==> config.mk <==
export PLATFORM = sky130hd
export DESIGN_NAME = command_tag_allocator_with_backlog_core
export DESIGN_NICKNAME = d
export VERILOG_FILES = /design/src/rtl/ctab_pkg.sv /design/src/rtl/ctab_ram.sv /design/src/rtl/ctab_obuf.sv /design/src/rtl/ctab_ctrl.sv /design/src/rtl/command_tag_allocator_with_backlog_core.sv
export VERILOG_INCLUDE_DIRS = /design/src /design/src/rtl
export SDC_FILE = /design/constraint.sdc
export NUM_CORES = 2
export LEC_CHECK = 0
export BUFFER_PORTS_ARGS = -buffer_cell sky130_fd_sc_hd__buf_2
export CORE_MARGIN = 2
export CORE_UTILIZATION = 50
export DETAILED_ROUTE_END_ITERATION = 10
export GPL_TIMING_DRIVEN = 0
export PLACE_DENSITY = 0.62
export SLEW_MARGIN = 15
export SYNTH_ARGS = -nofsm -noshare
export SYNTH_HDL_FRONTEND = slang
export SYNTH_HIERARCHICAL = 1
export SYNTH_SLANG_ARGS = --single-unit
==> constraint.sdc <==
create_clock -name clk -period 13.07 [get_ports clk]
set_clock_uncertainty 0.1 [all_clocks]
set_input_delay 1.9605 -clock clk [delete_from_list [all_inputs] [get_ports clk]]
set_output_delay 1.9605 -clock clk [all_outputs]
set_load 0.005 [all_outputs]
==> src/rtl/command_tag_allocator_with_backlog_core_macros.svh <==
// Assertion macros used by the allocator RTL.
// Define ASSERT_OFF to compile every assertion away.
`ifndef COMMAND_TAG_ALLOCATOR_WITH_BACKLOG_CORE_MACROS_SVH
`define COMMAND_TAG_ALLOCATOR_WITH_BACKLOG_CORE_MACROS_SVH
`ifndef ASSERT_OFF
// Same-cycle implication, checked outside reset
`define ASSERT_IMP(lbl, clk, rstn, ante, cons, msg) \
    lbl: assert property (@(posedge clk) disable iff (!rstn) (ante) |-> (cons)) \
        else $error(msg);
// Next-cycle implication, checked outside reset
`define ASSERT_NXT(lbl, clk, rstn, ante, cons, msg) \
    lbl: assert property (@(posedge clk) disable iff (!rstn) (ante) |=> (cons)) \
        else $error(msg);
`else
`define ASSERT_IMP(lbl, clk, rstn, ante, cons, msg)
`define ASSERT_NXT(lbl, clk, rstn, ante, cons, msg)
`endif
`endif

==> src/rtl/ctab_pkg.sv <==
package ctab_pkg;

    localparam int MAX_TAGS      = 64;
    localparam int BACKLOG_DEPTH = 64;
    localparam int HANDLE_BITS   = 16;

    localparam int TAG_W    = $clog2(MAX_TAGS);
    localparam int TCNT_W   = $clog2(MAX_TAGS + 1);
    localparam int BL_W     = (BACKLOG_DEPTH > 1) ? $clog2(BACKLOG_DEPTH) : 1;
    localparam int BLCNT_W  = $clog2(BACKLOG_DEPTH + 1);
    localparam int HANDLE_W = HANDLE_BITS;
    localparam int CTAG_W   = 16;
    localparam int KIND_W   = 3;

    typedef logic [TAG_W-1:0]    tag_t;
    typedef logic [TCNT_W-1:0]   tcnt_t;
    typedef logic [BL_W-1:0]     bl_idx_t;
    typedef logic [BLCNT_W-1:0]  bl_cnt_t;
    typedef logic [HANDLE_W-1:0] handle_t;

    typedef enum logic [0:0] {
        REQ_SUBMIT     = 1'b0,
        REQ_COMPLETION = 1'b1
    } req_t;

    typedef enum logic [KIND_W-1:0] {
        KIND_DISPATCH = 3'd0,
        KIND_QUEUED   = 3'd1,
        KIND_COMPLETE = 3'd2,
        KIND_RANGE    = 3'd3,
        KIND_INACTIVE = 3'd4,
        KIND_FULL     = 3'd5
    } kind_t;

    typedef enum logic [0:0] {
        ST_IDLE = 1'b0,
        ST_EXEC = 1'b1
    } state_t;

    typedef struct packed {
        kind_t   kind;
        tag_t    tag;
        handle_t handle;
        logic    last;
    } res_t;

    // Up to two results pushed into the output buffer in one cycle
    typedef struct packed {
        logic v0;
        logic v1;
        res_t r0;
        res_t r1;
    } push_t;

    typedef struct packed {
        logic re;
        tag_t raddr;
        logic we;
        tag_t waddr;
        tag_t wdata;
    } free_mem_req_t;

    typedef struct packed {
        logic    re;
        tag_t    raddr;
        logic    we;
        tag_t    waddr;
        handle_t wdata;
    } act_mem_req_t;

    typedef struct packed {
        logic    re;
        bl_idx_t raddr;
        logic    we;
        bl_idx_t waddr;
        handle_t wdata;
    } bl_mem_req_t;

    // Circular position head + cnt over MAX_TAGS entries
    function automatic tag_t free_pos(tag_t head, tcnt_t cnt);
        logic [TCNT_W:0] sum;
        sum = (TCNT_W + 1)'(head) + (TCNT_W + 1)'(cnt);
        if (sum >= (TCNT_W + 1)'(MAX_TAGS)) begin
            sum = sum - (TCNT_W + 1)'(MAX_TAGS);
        end
        return sum[TAG_W-1:0];
    endfunction

    // Circular position head + cnt over BACKLOG_DEPTH entries
    function automatic bl_idx_t bl_pos(bl_idx_t head, bl_cnt_t cnt);
        logic [BLCNT_W:0] sum;
        sum = (BLCNT_W + 1)'(head) + (BLCNT_W + 1)'(cnt);
        if (sum >= (BLCNT_W + 1)'(BACKLOG_DEPTH)) begin
            sum = sum - (BLCNT_W + 1)'(BACKLOG_DEPTH);
        end
        return sum[BL_W-1:0];
    endfunction

endpackage

==> src/rtl/ctab_ram.sv <==
module ctab_ram #(
    parameter int WIDTH = 16,
    parameter int DEPTH = 64
) (
    input  logic                     clk,
    input  logic                     we,
    input  logic [$clog2(DEPTH)-1:0] waddr,
    input  logic [WIDTH-1:0]         wdata,
    input  logic                     re,
    input  logic [$clog2(DEPTH)-1:0] raddr,
    output logic [WIDTH-1:0]         rdata
);

    logic [WIDTH-1:0] mem [DEPTH];
    logic [WIDTH-1:0] rdata_reg;

    always_ff @(posedge clk)
    begin
        if (we)
        begin
            mem[waddr] <= wdata;
        end
        if (re)
        begin
            rdata_reg <= mem[raddr];
        end
    end

    assign rdata = rdata_reg;

endmodule

==> src/rtl/ctab_obuf.sv <==
module ctab_obuf (
    input  logic                       clk,
    input  logic                       rst_n,
    input  ctab_pkg::push_t            push,
    output logic [1:0]                 space,
    output logic                       out_valid,
    input  logic                       out_stall,
    output logic [ctab_pkg::KIND_W-1:0] result_kind,
    output logic [ctab_pkg::TAG_W-1:0]  result_tag,
    output logic [ctab_pkg::HANDLE_W-1:0] result_handle,
    output logic                       last
);

    import ctab_pkg::*;

    res_t       slot0_reg, slot0_next;
    res_t       slot1_reg, slot1_next;
    logic [1:0] count_reg, count_next;
    logic       pop;

    assign pop = (count_reg != 2'd0) && !out_stall;

    // Free slots this cycle, counting the item leaving now
    assign space = 2'd2 - count_reg + {1'b0, pop};

    always_comb
    begin
        slot0_next = slot0_reg;
        slot1_next = slot1_reg;
        count_next = count_reg;
        if (pop)
        begin
            slot0_next = slot1_reg;
            count_next = count_next - 2'd1;
        end
        if (push.v0)
        begin
            if (count_next == 2'd0)
            begin
                slot0_next = push.r0;
            end
            else
            begin
                slot1_next = push.r0;
            end
            count_next = count_next + 2'd1;
        end
        if (push.v1)
        begin
            slot1_next = push.r1;
            count_next = count_next + 2'd1;
        end
    end

    always_ff @(posedge clk or negedge rst_n)
    begin
        if (!rst_n)
        begin
            count_reg <= 2'd0;
        end
        else
        begin
            count_reg <= count_next;
        end
    end

    always_ff @(posedge clk)
    begin
        slot0_reg <= slot0_next;
        slot1_reg <= slot1_next;
    end

    assign out_valid     = (count_reg != 2'd0);
    assign result_kind   = slot0_reg.kind;
    assign result_tag    = slot0_reg.tag;
    assign result_handle = slot0_reg.handle;
    assign last          = slot0_reg.last;

endmodule

==> src/rtl/ctab_ctrl.sv <==
module ctab_ctrl (
    input  logic                          clk,
    input  logic                          rst_n,
    input  logic                          in_valid,
    output logic                          in_stall,
    input  logic                          req_type,
    input  logic [ctab_pkg::HANDLE_W-1:0] request_handle,
    input  logic [ctab_pkg::CTAG_W-1:0]   completion_tag,
    input  logic                          cfg_wr_en,
    input  logic [ctab_pkg::TCNT_W-1:0]   cfg_wr_data,
    output ctab_pkg::free_mem_req_t       free_req,
    input  logic [ctab_pkg::TAG_W-1:0]    free_rdata,
    output ctab_pkg::act_mem_req_t        act_req,
    input  logic [ctab_pkg::HANDLE_W-1:0] act_rdata,
    output ctab_pkg::bl_mem_req_t         bl_req,
    input  logic [ctab_pkg::HANDLE_W-1:0] bl_rdata,
    input  logic [1:0]                    space,
    output ctab_pkg::push_t               push
);

    import ctab_pkg::*;

    state_t              state_reg, state_next;
    tcnt_t               tcnt_reg, tcnt_next;
    tag_t                free_head_reg, free_head_next;
    tcnt_t               free_cnt_reg, free_cnt_next;
    bl_idx_t             bl_head_reg, bl_head_next;
    bl_cnt_t             bl_cnt_reg, bl_cnt_next;
    logic [MAX_TAGS-1:0] active_reg, active_next;
    logic [MAX_TAGS-1:0] written_reg, written_next;

    logic                type_reg;
    handle_t             handle_reg;
    logic [CTAG_W-1:0]   ctag_reg;

    logic                accept;
    tag_t                ctag_idx;
    logic                range_err;
    logic                act_hit;
    logic                pair;
    logic [1:0]          need;
    tag_t                pop_tag;
    tcnt_t               cfg_val;

    assign accept    = in_valid && (state_reg == ST_IDLE);
    assign ctag_idx  = ctag_reg[TAG_W-1:0];
    assign range_err = (ctag_reg >= CTAG_W'(tcnt_reg));
    assign act_hit   = !range_err && active_reg[ctag_idx];
    assign pair      = (type_reg == REQ_COMPLETION) && act_hit && (bl_cnt_reg != '0);
    assign need      = pair ? 2'd2 : 2'd1;
    // Entries never written since reinit still hold their own index
    assign pop_tag   = written_reg[free_head_reg] ? free_rdata : free_head_reg;

    always_comb
    begin
        if (cfg_wr_data == '0)
        begin
            cfg_val = tcnt_t'(1);
        end
        else if (cfg_wr_data > tcnt_t'(MAX_TAGS))
        begin
            cfg_val = tcnt_t'(MAX_TAGS);
        end
        else
        begin
            cfg_val = cfg_wr_data;
        end
    end

    always_comb
    begin
        state_next     = state_reg;
        tcnt_next      = tcnt_reg;
        free_head_next = free_head_reg;
        free_cnt_next  = free_cnt_reg;
        bl_head_next   = bl_head_reg;
        bl_cnt_next    = bl_cnt_reg;
        active_next    = active_reg;
        written_next   = written_reg;
        push           = '0;
        in_stall       = (state_reg != ST_IDLE);

        free_req       = '0;
        free_req.re    = accept;
        free_req.raddr = free_head_reg;
        act_req        = '0;
        act_req.re     = accept;
        act_req.raddr  = completion_tag[TAG_W-1:0];
        bl_req         = '0;
        bl_req.re      = accept;
        bl_req.raddr   = bl_head_reg;

        unique case (state_reg)
            ST_IDLE:
            begin
                if (accept)
                begin
                    state_next = ST_EXEC;
                end
            end
            ST_EXEC:
            begin
                if (space >= need)
                begin
                    state_next = ST_IDLE;
                    push.v0    = 1'b1;
                    push.r0    = '{kind: KIND_FULL, tag: '0, handle: '0, last: 1'b1};
                    if (type_reg == REQ_SUBMIT)
                    begin
                        if (free_cnt_reg != '0)
                        begin
                            free_head_next       = free_pos(free_head_reg, tcnt_t'(1));
                            free_cnt_next        = free_cnt_reg - tcnt_t'(1);
                            active_next[pop_tag] = 1'b1;
                            act_req.we           = 1'b1;
                            act_req.waddr        = pop_tag;
                            act_req.wdata        = handle_reg;
                            push.r0.kind         = KIND_DISPATCH;
                            push.r0.tag          = pop_tag;
                            push.r0.handle       = handle_reg;
                        end
                        else if (bl_cnt_reg < bl_cnt_t'(BACKLOG_DEPTH))
                        begin
                            bl_req.we      = 1'b1;
                            bl_req.waddr   = bl_pos(bl_head_reg, bl_cnt_reg);
                            bl_req.wdata   = handle_reg;
                            bl_cnt_next    = bl_cnt_reg + bl_cnt_t'(1);
                            push.r0.kind   = KIND_QUEUED;
                            push.r0.handle = handle_reg;
                        end
                    end
                    else if (range_err)
                    begin
                        push.r0.kind = KIND_RANGE;
                    end
                    else if (!act_hit)
                    begin
                        push.r0.kind = KIND_INACTIVE;
                    end
                    else if (pair)
                    begin
                        // Hand the tag straight to the oldest backlog item
                        bl_head_next  = bl_pos(bl_head_reg, bl_cnt_t'(1));
                        bl_cnt_next   = bl_cnt_reg - bl_cnt_t'(1);
                        act_req.we    = 1'b1;
                        act_req.waddr = ctag_idx;
                        act_req.wdata = bl_rdata;
                        push.r0       = '{kind: KIND_DISPATCH, tag: ctag_idx,
                                          handle: bl_rdata, last: 1'b0};
                        push.v1       = 1'b1;
                        push.r1       = '{kind: KIND_COMPLETE, tag: ctag_idx,
                                          handle: act_rdata, last: 1'b1};
                    end
                    else
                    begin
                        active_next[ctag_idx] = 1'b0;
                        if (free_cnt_reg < tcnt_t'(MAX_TAGS))
                        begin
                            free_req.we    = 1'b1;
                            free_req.waddr = free_pos(free_head_reg, free_cnt_reg);
                            free_req.wdata = ctag_idx;
                            written_next[free_req.waddr] = 1'b1;
                            free_cnt_next  = free_cnt_reg + tcnt_t'(1);
                        end
                        push.r0 = '{kind: KIND_COMPLETE, tag: ctag_idx,
                                    handle: act_rdata, last: 1'b1};
                    end
                end
            end
            default:
            begin
                state_next = ST_IDLE;
            end
        endcase

        // Reinitialize the tag count, free list, backlog and active tags on a register write
        if (cfg_wr_en)
        begin
            tcnt_next      = cfg_val;
            free_head_next = '0;
            free_cnt_next  = cfg_val;
            bl_head_next   = '0;
            bl_cnt_next    = '0;
            active_next    = '0;
            written_next   = '0;
        end
    end

    always_ff @(posedge clk or negedge rst_n)
    begin
        if (!rst_n)
        begin
            state_reg     <= ST_IDLE;
            tcnt_reg      <= tcnt_t'(MAX_TAGS);
            free_head_reg <= '0;
            free_cnt_reg  <= tcnt_t'(MAX_TAGS);
            bl_head_reg   <= '0;
            bl_cnt_reg    <= '0;
            active_reg    <= '0;
            written_reg   <= '0;
        end
        else
        begin
            state_reg     <= state_next;
            tcnt_reg      <= tcnt_next;
            free_head_reg <= free_head_next;
            free_cnt_reg  <= free_cnt_next;
            bl_head_reg   <= bl_head_next;
            bl_cnt_reg    <= bl_cnt_next;
            active_reg    <= active_next;
            written_reg   <= written_next;
        end
    end

    always_ff @(posedge clk)
    begin
        if (accept)
        begin
            type_reg   <= req_type;
            handle_reg <= request_handle;
            ctag_reg   <= completion_tag;
        end
    end

endmodule

==> src/rtl/command_tag_allocator_with_backlog_core.sv <==
// Flow: an accepted item starts a registered read of the free-tag, request and backlog
// memories; the execute state resolves it and writes back once the output buffer has room,
// and the result is registered there before it is offered. The input stalls meanwhile, so a
// new item waits until the last is written back; a completion that hands its tag on holds two results.
// Reset (rst_n, async, active low): tag_count 64, free list 0..63, no active tags,
// empty backlog; ready at once, with no memory clearing pass.
`include "command_tag_allocator_with_backlog_core_macros.svh"

module command_tag_allocator_with_backlog_core (
    input  logic                            clk,
    input  logic                            rst_n,
    input  logic                            in_valid,
    output logic                            in_stall,
    input  logic                            req_type,
    input  logic [ctab_pkg::HANDLE_W-1:0]   request_handle,
    input  logic [ctab_pkg::CTAG_W-1:0]     completion_tag,
    input  logic                            cfg_wr_en,
    input  logic [ctab_pkg::TCNT_W-1:0]     cfg_wr_data,
    output logic                            out_valid,
    input  logic                            out_stall,
    output logic [ctab_pkg::KIND_W-1:0]     result_kind,
    output logic [ctab_pkg::TAG_W-1:0]      result_tag,
    output logic [ctab_pkg::HANDLE_W-1:0]   result_handle,
    output logic                            last
);

    import ctab_pkg::*;

    free_mem_req_t free_req;
    act_mem_req_t  act_req;
    bl_mem_req_t   bl_req;
    tag_t          free_rdata;
    handle_t       act_rdata;
    handle_t       bl_rdata;
    logic [1:0]    space;
    push_t         push;

    // Sequencer: issue the reads on accept, then resolve and write back in the execute state once the buffer has room
    ctab_ctrl u_ctrl (
        .clk            (clk),
        .rst_n          (rst_n),
        .in_valid       (in_valid),
        .in_stall       (in_stall),
        .req_type       (req_type),
        .request_handle (request_handle),
        .completion_tag (completion_tag),
        .cfg_wr_en      (cfg_wr_en),
        .cfg_wr_data    (cfg_wr_data),
        .free_req       (free_req),
        .free_rdata     (free_rdata),
        .act_req        (act_req),
        .act_rdata      (act_rdata),
        .bl_req         (bl_req),
        .bl_rdata       (bl_rdata),
        .space          (space),
        .push           (push)
    );

    // Free-tag ring; slots not yet written since reinit read as their own index
    ctab_ram #(
        .WIDTH (TAG_W),
        .DEPTH (MAX_TAGS)
    ) u_free_ram (
        .clk   (clk),
        .we    (free_req.we),
        .waddr (free_req.waddr),
        .wdata (free_req.wdata),
        .re    (free_req.re),
        .raddr (free_req.raddr),
        .rdata (free_rdata)
    );

    // Request handle held under each active tag
    ctab_ram #(
        .WIDTH (HANDLE_W),
        .DEPTH (MAX_TAGS)
    ) u_act_ram (
        .clk   (clk),
        .we    (act_req.we),
        .waddr (act_req.waddr),
        .wdata (act_req.wdata),
        .re    (act_req.re),
        .raddr (act_req.raddr),
        .rdata (act_rdata)
    );

    // Backlog ring of waiting request handles
    ctab_ram #(
        .WIDTH (HANDLE_W),
        .DEPTH (BACKLOG_DEPTH)
    ) u_bl_ram (
        .clk   (clk),
        .we    (bl_req.we),
        .waddr (bl_req.waddr),
        .wdata (bl_req.wdata),
        .re    (bl_req.re),
        .raddr (bl_req.raddr),
        .rdata (bl_rdata)
    );

    // Two-entry output buffer; hold results while the sink stalls
    ctab_obuf u_obuf (
        .clk           (clk),
        .rst_n         (rst_n),
        .push          (push),
        .space         (space),
        .out_valid     (out_valid),
        .out_stall     (out_stall),
        .result_kind   (result_kind),
        .result_tag    (result_tag),
        .result_handle (result_handle),
        .last          (last)
    );

    // A pair of results goes in only when both buffer slots are free, counting the item leaving
    `ASSERT_IMP(a_pair_fits, clk, rst_n, push.v1, push.v0 && space == 2'd2, "pair pushed without room")
    // A pair is a dispatch that is not last followed by a last result
    `ASSERT_IMP(a_pair_order, clk, rst_n, push.v1, push.r0.kind == KIND_DISPATCH && !push.r0.last && push.r1.last, "bad result pair")
    // An accepted item keeps the input side busy for the next cycle
    `ASSERT_NXT(a_busy_after_accept, clk, rst_n, in_valid && !in_stall, in_stall, "input taken twice in a row")

endmodule
==> run summary <==
status: finished clean
CTS Buf Count: 297
P&R area growth vs syn: 14.92%
Worst setup SP type: flip-flop
Seq cells post-synth: 2719
CORE AREA: 219100 sq um
Fill cells: 16248
most frequent CP cell: clkbuf_1
fraction of layout cells with a size suffix above 1: 0.2584
unrepaired setup endpoints after global routing: no
crit path max-delay cell type: a311oi_2
Hold Startpoint: u_ctrl/written_reg[16]
routed len/inst: 32.57 um
hold slack: 0.3860 ns
number of hold buffers added after CTS: 0
EDFF count, synth: 2529
largest registers: u_act_ram/mem (1024), u_bl_ram/mem (1024), u_free_ram/mem (384)
post_cts resized: 0
Syn Inst Count: 5773
Post-Syn Area: 109800 sq um
sequential power share: 0.512
WL final: 306.2 mm
Root Driver: clkbuf_16
fin crit share: 0.6798
biggest area consumer among synthesized cells: edfxtp_1
part of the power in the clock network: 0.407
initial antenna violation count: 18
Pins Over Slew Limit: 0
Reg2Reg Depth: 21
Placed Cells: 8896
Req. time, crit path: 13.59 ns
Pleak: 43.79 nW
DR vias/cell: 6.383
Worst Max-Slew Pin Slew: 1.174 ns
clk_lat worst skew: 0.91 ns
reg2reg setup slack: 4.19 ns
chip height: 472.7 um
CTS Sinks: 2719
Synth Flop Type: edfxtp_1
Critical Path Sink Type: flip-flop
path type of the worst min-delay path: flip-flop to flip-flop
worst path cell trace: buf_2 -> clkbuf_1 -> a21oi_1 -> a221oi_1 -> o22ai_1 -> or4_4 -> nor2_2 -> buf_4 -> inv_1 -> ha_1 -> nand2b_1 -> o21ai_1 -> a311oi_2 -> and2_0 -> and2_1 -> clkbuf_1 -> or3b_2 -> or2_2 -> clkbuf_1 -> nor2_2 -> buf_8
clk buf depth: 4
I/O pins: 73
Initial DRT Pass Iterations: 6
switching share of power: 0.2318
area share of the largest cell type after synthesis: 0.6915
die width: 472.7 um
Pint: 14.71 mW
largest net degree at the start of global routing: 87
Rows: 172
VDD IR max: 0.1601 mV
Starting DRT DRC Count: 8166
gpl congestion: 1.030
placed instance area: 117300 sq um
worst hold path endpoint: u_ctrl/written_reg[16]
final hold vios: 0
Total GRT Usage: 0.2731
setup violators final: 0
global-route wire length before repair: 433.8 mm
Max transition margin: 0.2174
Post-layout nets: 6406
gr ovfl total: 0
Clk pin slew, worst setup/hold paths: 0.06 ns
drc violations: 0
non-filler cells in the finished layout: 9401
cell area after layout: 126200 sq um
Critical Path Fanout Max: 10
top cells by area, synth: edfxtp_1, mux4_2, dfrtp_1, mux2i_1, nor2_1
r2r startpoint: u_ctrl/ctag_reg[2]
maxcap violations: 0
Worst Hold Depth: 1
die area: 223400 sq um
crit path DAT: 9.41 ns
fin crit period: 8.885 ns
fmax: 0.1126 GHz
Starting Density: 0.5013
ANT nets after route: 0
Netlist cell types: 100
Post-DP HPWL: 212.1 mm
Crit Path Class: flip-flop to flip-flop
vias in the first global route: 58763
async set-reset flop share out of synthesis: 0.06032
vias after detailed routing: 60004
Net Switching: 4.439 mW
Pwr Density: 151.7 nW/um^2
worst r2r dst: u_act_ram/mem[4][9]
Syn Area/Cell: 19.02 sq um
# port buffers: 71
slowest stage delay, CP: 0.76 ns
Setup TNS: 0 ns
Comb pwr share: 0.081
CTS tree: yes
Synth Warn #: 6
Seq/Total Area, Yosys: 0.7336
H-tree levels: 5
Post-CTS Setup Bufs: 0
[critical path: cells and delay by family, from the launching register on]
kind                       cells  cell delay, ns
AOI/OAI and AO/OA              5            1.66
adders and majority gates      1            0.29
DFF                            1            0.57
and+or+nand+nor                8            3.67
buffers and inverters          7            2.29
[power groups by stage]
stage                     Combinational, mW  Clock (mW)  Sequential, mW
after global routing                   1.63        8.25            9.81
after detailed placement               1.54           0            9.99
after CTS                              1.54        7.92            9.81
final                                  1.54        7.80            9.81
after global placement                 1.41           0            10.0
after floorplan                       0.845           0            9.94
[through the flow]
step,util,power (mW),setup slack (ns)
2_1_floorplan,-,10.78,5.608
3_5_place_dp,0.5356,11.53,4.468
4_1_cts,0.5761,19.27,4.451
6_report,0.5761,19.15,4.185
3_3_place_gp,0.5194,11.44,0.3173
5_1_grt,0.5761,19.70,3.933
[logic make-up (layout without fill, tap and decap cells)]
kind of cell,count (synthesis),count (layout),synth area share
AOI/OAI and AO/OA,700,700,0.04632
xor gates and xnor gates,34,34,0.002711
adders and majority gates,38,38,0.004580
buffers and inverters,431,1182,0.02290
DFF,2719,2719,0.7336
muxes,886,886,0.1452
other,1,7,0.00003414
and+or+nand+nor,964,964,0.04468
[synth_stat cells (33+ instances only)]
library cell and count:
buf_6 40, a221oi_1 44, a22oi_1 104, nor2_1 290
o2bb2ai_1 57, and2_1 59, buf_4 47, dfrtp_1 162
mux2i_1 246, clkbuf_1 139, nand3_1 92, inv_1 76
edfxtp_1 2529, mux4_2 540, ha_1 33, o21ai_0 72
o21ai_1 37, a311oi_1 40, nor3_1 45, mux2_2 87
o22ai_1 35, buf_2 93, a21oi_1 83, nand2_1 202
nor2b_1 76
[how the worst max path moves through the flow]
| stage | cells past startpoint | end | from | slack, ns |
|---|---|---|---|---|
| 2_1_floorplan | 11 | u_act_ram/mem[0][0] | out_stall | 5.61 |
| 3_3_place_gp | 16 | u_act_ram/mem[38][0] | u_ctrl/ctag_reg[0] | 0.32 |
| 3_5_place_dp | 21 | u_act_ram/mem[4][3] | u_ctrl/ctag_reg[2] | 4.47 |
| 4_1_cts | 22 | u_act_ram/mem[4][13] | u_ctrl/ctag_reg[2] | 4.45 |
| 5_1_grt | 23 | u_act_ram/mem[4][13] | u_ctrl/ctag_reg[0] | 3.93 |
| 6_report | 21 | u_act_ram/mem[4][9] | u_ctrl/ctag_reg[2] | 4.19 |
[cell usage in the layout (no fill, tap or decap), drive strengths merged, types with 33 or more instances in the layout]
cell type / instances
nor3: 45
nand2: 204
inv: 82
mux2i: 246
ha: 33
edfxtp: 2529
a21oi: 83
dfrtp: 162
nand3: 100
a221oi: 44
o2bb2ai: 57
a311oi: 40
mux2: 87
clkbuf: 521
buf: 460
and2: 62
o22ai: 35
nor2: 295
a22oi: 105
mux4: 553
o21ai: 109
nor2b: 76
clkinv: 103
[cell type report]
| type | count | area (sq um) | area share |
|---|---|---|---|
| diodes | 5 | 12.51 | 0.00009913 |
| plain buffers | 352 | 2217 | 0.01757 |
| clock buffers | 378 | 7936 | 0.06288 |
| clock inverters | 122 | 923.4 | 0.007316 |
| inverters | 79 | 297.8 | 0.002359 |
| multi-input cells | 2624 | 27340 | 0.2166 |
| flip-flops and latches | 2719 | 80570 | 0.6383 |
| well taps | 2871 | 3592 | 0.02846 |
| repair buffers | 251 | 3328 | 0.02637 |
[per-layer routing]
metal,wire [um],vias up,track usage
li1,-,24729,-
met1,126300,31688,0.4009
met2,138900,3046,0.4099
met3,29680,535,0.05824
met4,11350,6,0.09136
met5,47,-,0
Note: power is estimated with default switching activity, not from simulation.
